[src/rtl/core/assert_macros.svh]
// Assertion helpers shared by the RTL. In synthesis the macros expand to nothing.
`ifndef ASSERT_MACROS_SVH
`define ASSERT_MACROS_SVH

`ifndef SYNTHESIS

// Checks a property on every rising edge of the clock while reset is released.
`define ASSERT_CLK(label, clk, rst_n, prop) \
  label: assert property (@(posedge clk) disable iff (!rst_n) prop) \
    else $error("assertion failed: property violated");

// Checks that an expression is never true while reset is released.
`define ASSERT_NEVER(label, clk, rst_n, expr) \
  label: assert property (@(posedge clk) disable iff (!rst_n) !(expr)) \
    else $error("assertion failed: forbidden condition seen");

`else

`define ASSERT_CLK(label, clk, rst_n, prop)
`define ASSERT_NEVER(label, clk, rst_n, expr)

`endif

`endif

[src/rtl/core/m4vt_pkg.sv]
`default_nettype none

package m4vt_pkg;

  localparam int NUM_COMP  = 4;
  localparam int FRAC_BITS = 16;
  localparam int DATA_W    = 32;
  localparam int PROD_W    = 2 * DATA_W;
  // Four full products summed need two guard bits.
  localparam int ACC_W     = PROD_W + 2;

  typedef logic signed [DATA_W-1:0] q16_t;
  typedef logic signed [PROD_W-1:0] prod_t;
  typedef logic signed [ACC_W-1:0]  acc_t;

  typedef enum logic {
    CMD_LOAD  = 1'b0,
    CMD_XFORM = 1'b1
  } cmd_t;

  typedef struct packed {
    q16_t value;
    logic ovf;
  } row_res_t;

  localparam q16_t Q16_MAX = 32'sh7FFF_FFFF;
  localparam q16_t Q16_MIN = 32'sh8000_0000;

endpackage

`default_nettype wire

[src/rtl/core/m4vt_row_sum.sv]
`default_nettype none

// Sums the four products of one matrix row exactly, drops the fraction bits
// and saturates the result to the Q16.16 range.
module m4vt_row_sum (
  input  m4vt_pkg::prod_t    prod_i [m4vt_pkg::NUM_COMP],
  output m4vt_pkg::row_res_t res_o
);

  import m4vt_pkg::*;

  acc_t sum;
  acc_t shifted;

  always_comb begin
    sum = '0;
    for (int i = 0; i < NUM_COMP; i++) begin
      sum = sum + acc_t'(prod_i[i]);
    end
    shifted = sum >>> FRAC_BITS;
  end

  always_comb begin
    if (shifted > acc_t'(Q16_MAX)) begin
      res_o.value = Q16_MAX;
      res_o.ovf   = 1'b1;
    end else if (shifted < acc_t'(Q16_MIN)) begin
      res_o.value = Q16_MIN;
      res_o.ovf   = 1'b1;
    end else begin
      res_o.value = shifted[DATA_W-1:0];
      res_o.ovf   = 1'b0;
    end
  end

endmodule

`default_nettype wire

[config.mk]
export PLATFORM = sky130hd
export DESIGN_NAME = m4vt_row_sum
export DESIGN_NICKNAME = d
export VERILOG_FILES = /design/src/rtl/core/assert_macros.svh /design/src/rtl/core/m4vt_pkg.sv /design/src/rtl/core/m4vt_row_sum.sv
export SDC_FILE = /design/constraint.sdc
export NUM_CORES = 1
export LEC_CHECK = 0
export BUFFER_PORTS_ARGS = -buffer_cell sky130_fd_sc_hd__buf_2
export CAP_MARGIN = 40
export CORE_MARGIN = 2
export CORE_UTILIZATION = 35
export DETAILED_ROUTE_END_ITERATION = 12
export PLACE_DENSITY = 0.58
export SLEW_MARGIN = 20
export SYNTH_ARGS = -nofsm -noshare
export SYNTH_HDL_FRONTEND = slang
export SYNTH_SLANG_ARGS = --single-unit
[constraint.sdc]
create_clock -name vclk -period 7.4
set_input_delay 1.11 -clock vclk [all_inputs]
set_output_delay 1.11 -clock vclk [all_outputs]
set_load 0.02 [all_outputs]
==> reports/metrics.json <==
{
  "netlist.top_cell.by_area": "sky130_fd_sc_hd__fa_1",
  "max_slew.worst_pin.slew_ns": 0.688,
  "route.detailed.drc": 0,
  "start_kind": "input port",
  "cellPowerDensity_nw_per_um2": 285,
  "critical_path_class": "input port to primary output",
  "number_of_gates_resized_after_cts": 0,
  "critical_path.endpoint_type": "primary output",
  "initial_utilization_pct": 35.4,
  "layout_min_cycle_time_ns": 7.13,
  "grt_pass1_vias": 7935,
  "die-width_um": 158,
  "hp-class": "input port to primary output",
  "floorplan.die_area_um2": 24900,
  "pin_count": 289,
  "place_hpwl_mm": 21.3,
  "synth.yosys.warnings": 0,
  "synth-seq-area-share_pct": 0,
  "core_area_um2": 23300,
  "grt_pass1_wl_mm": 37.5,
  "cap_viol_max_count": 0,
  "floorplan.die.height_um": 158,
  "post-route-util_pct": 42.9,
  "fin_worst_setup_slack_ns": 0.273,
  "synth_area_leaders": "sky130_fd_sc_hd__fa_1 (31%), sky130_fd_sc_hd__inv_1 (15%), sky130_fd_sc_hd__ha_1 (9.5%)",
  "post-route-period-util_pct": 96.3,
  "floorplan.rows": 56,
  "grt-ovfl-total": 0,
  "multiInputGateArea_um2": 6860,
  "ir_drop_mv": 0.210,
  "setup-tns-final_ns": 0,
  "grt_antenna_before_repair": 0,
  "leakagePower_nw": 5.49,
  "hold_path_startpoint": "prod_i[255]",
  "cts.repair_timing.setup_buffer_count": 0,
  "final_cell_area_um2": 10000,
  "syn_area_per_cell_um2": 7.33,
  "netlist_area_um2": 8260,
  "synth_top_cell_area_share_pct": 31.0,
  "final_net_count": 1834,
  "cp-startpoint": "prod_i[12]",
  "postRouteAntennaNets": 0,
  "placement.io_buffers": 289,
  "result_of_the_run": "complete, no violations",
  "num_antenna_cells": 0,
  "pin_count_of_the_biggest_net_entering_global_routing": 32,
  "pre_cts_ws_ns": 0.239,
  "synthesis.instances": 1127,
  "vias": 8209,
  "placed_area_um2": 10000,
  "yosys-top-cells-count": "sky130_fd_sc_hd__inv_1 (325), sky130_fd_sc_hd__fa_1 (128), sky130_fd_sc_hd__a21oi_1 (84), sky130_fd_sc_hd__nand2_1 (81), sky130_fd_sc_hd__ha_1 (63)",
  "syn2layout_area_growth_pct": 21.2,
  "slew-limit-headroom_pct": 53.7,
  "detailedRoute.firstIterationViolations": 443,
  "synth.net_count": 1574,
  "drv_slew": 0,
  "num-fill-cells": 2474,
  "path_max_fanout": 28,
  "via_per_inst": 4.82,
  "cts-hold-fix-buffers": 0,
  "synth_most_common_cell": "sky130_fd_sc_hd__inv_1",
  "max_clock_freq_mhz": 140,
  "netlist-cell-type-count": 65,
  "total_power_w": 0.00286,
  "grtUsageTotal_pct": 18.3,
  "layout.clock_buffers": 0,
  "seqCellArea_um2": 0,
  "drive_gt1_share_pct": 23.9,
  "critical_path_arrival_ns": 6.02,
  "hold_viol_final": 0,
  "setup_repair_after_global_routing_missed_its_margin": "false",
  "route.detailed.wl_per_inst_um": 13.8,
  "report.final.setup_viol": 0,
  "gp_congestion": 0.894,
  "drtPass1Iterations": 7,
  "drt-total-wl_mm": 23.5,
  "numSequentialCells": 0,
  "worst-endpoint-required_ns": 6.29
}
-- metal layers --
metal	track usage (%)	vias to the layer above	part of all wire, %
met5	0	-	0
met4	2.64	0	1.5
met3	0.712	24	4.7
met2	33.1	271	48
met1	24.7	3766	45
li1	-	4148	-
-- final cells by class --
cell class         instances  share of cell area, %
inverters                325                   12.2
repair buffers           298                   15.4
well taps                319                   3.98
multi-input cells        762                   68.5
-- kinds of logic after synthesis --
| kind of cell | Yosys count | synth area share, % |
|---|---|---|
| AND/OR/NAND/NOR | 241 | 14.7 |
| AO/OA/AOI/OAI | 289 | 23.2 |
| XOR/XNOR | 41 | 4.35 |
| adder cells (fa/ha/maj) | 191 | 40.5 |
| buffers and inverters | 365 | 17.2 |
-- per-stage QoR --
stage          hold WS [ns]  std cells
3_3_place_gp           3.13       1704
3_5_place_dp           3.17       1704
5_1_grt                3.25       1704
2_1_floorplan          2.82       1127
6_report               3.15       1704
4_1_cts                3.17       1704
-- where the power goes --
group | total [W] | internal (W) | switching [W]
sequential | 0 | 0 | 0
clock | 0 | 0 | 0
combinational | 0.00286 | 0.00105 | 0.00180
total | 0.00286 | 0.00105 | 0.00180
-- worst paths after layout --
| kind | end | slack, ns | cells past startpoint |
|---|---|---|---|
| min | res_o[32] | 3.15 | 6 |
| max | res_o[8] | 0.27 | 19 |
-- worst max-delay path: stages --
cell	delay, ns
sky130_fd_sc_hd__buf_2	0.08
sky130_fd_sc_hd__inv_1	0.04
sky130_fd_sc_hd__fa_1	0.53
sky130_fd_sc_hd__inv_1	0.06
sky130_fd_sc_hd__fa_1	0.46
sky130_fd_sc_hd__ha_1	0.39
sky130_fd_sc_hd__a21oi_1	0.25
sky130_fd_sc_hd__o21ai_0	0.22
sky130_fd_sc_hd__or3_1	0.43
sky130_fd_sc_hd__o211ai_1	0.28
sky130_fd_sc_hd__a21boi_1	0.16
sky130_fd_sc_hd__or4_1	0.41
sky130_fd_sc_hd__o211ai_1	0.16
sky130_fd_sc_hd__o211ai_1	0.13
sky130_fd_sc_hd__or4_1	0.55
sky130_fd_sc_hd__o31ai_4	0.25
sky130_fd_sc_hd__buf_12	0.24
sky130_fd_sc_hd__o21ai_1	0.10
sky130_fd_sc_hd__buf_2	0.17
-- cell usage in the layout, fill, tap and decap left out, types with 6 or more instances in the layout --
cell	count
sky130_fd_sc_hd__inv_1	325
sky130_fd_sc_hd__buf_2	289
sky130_fd_sc_hd__fa_1	128
sky130_fd_sc_hd__a21oi_1	84
sky130_fd_sc_hd__nand2_1	81
sky130_fd_sc_hd__ha_1	63
sky130_fd_sc_hd__nor2_1	46
sky130_fd_sc_hd__o21ai_0	43
sky130_fd_sc_hd__nand4_1	32
sky130_fd_sc_hd__xnor2_1	28
sky130_fd_sc_hd__o21a_1	23
sky130_fd_sc_hd__a21o_1	17
sky130_fd_sc_hd__a21oi_2	16
sky130_fd_sc_hd__o21ai_1	16
sky130_fd_sc_hd__nor3_1	13
sky130_fd_sc_hd__o211ai_1	13
sky130_fd_sc_hd__o21bai_1	13
sky130_fd_sc_hd__xor2_1	13
sky130_fd_sc_hd__and3_1	12
sky130_fd_sc_hd__nand3_1	10
sky130_fd_sc_hd__or3_1	7
sky130_fd_sc_hd__a31oi_1	7
sky130_fd_sc_hd__nor4_1	7
sky130_fd_sc_hd__nand2b_1	7
sky130_fd_sc_hd__buf_4	7
sky130_fd_sc_hd__and4_1	6
sky130_fd_sc_hd__and2_1	6
sky130_fd_sc_hd__o31ai_1	6
Power figures use the tool's default switching activity.
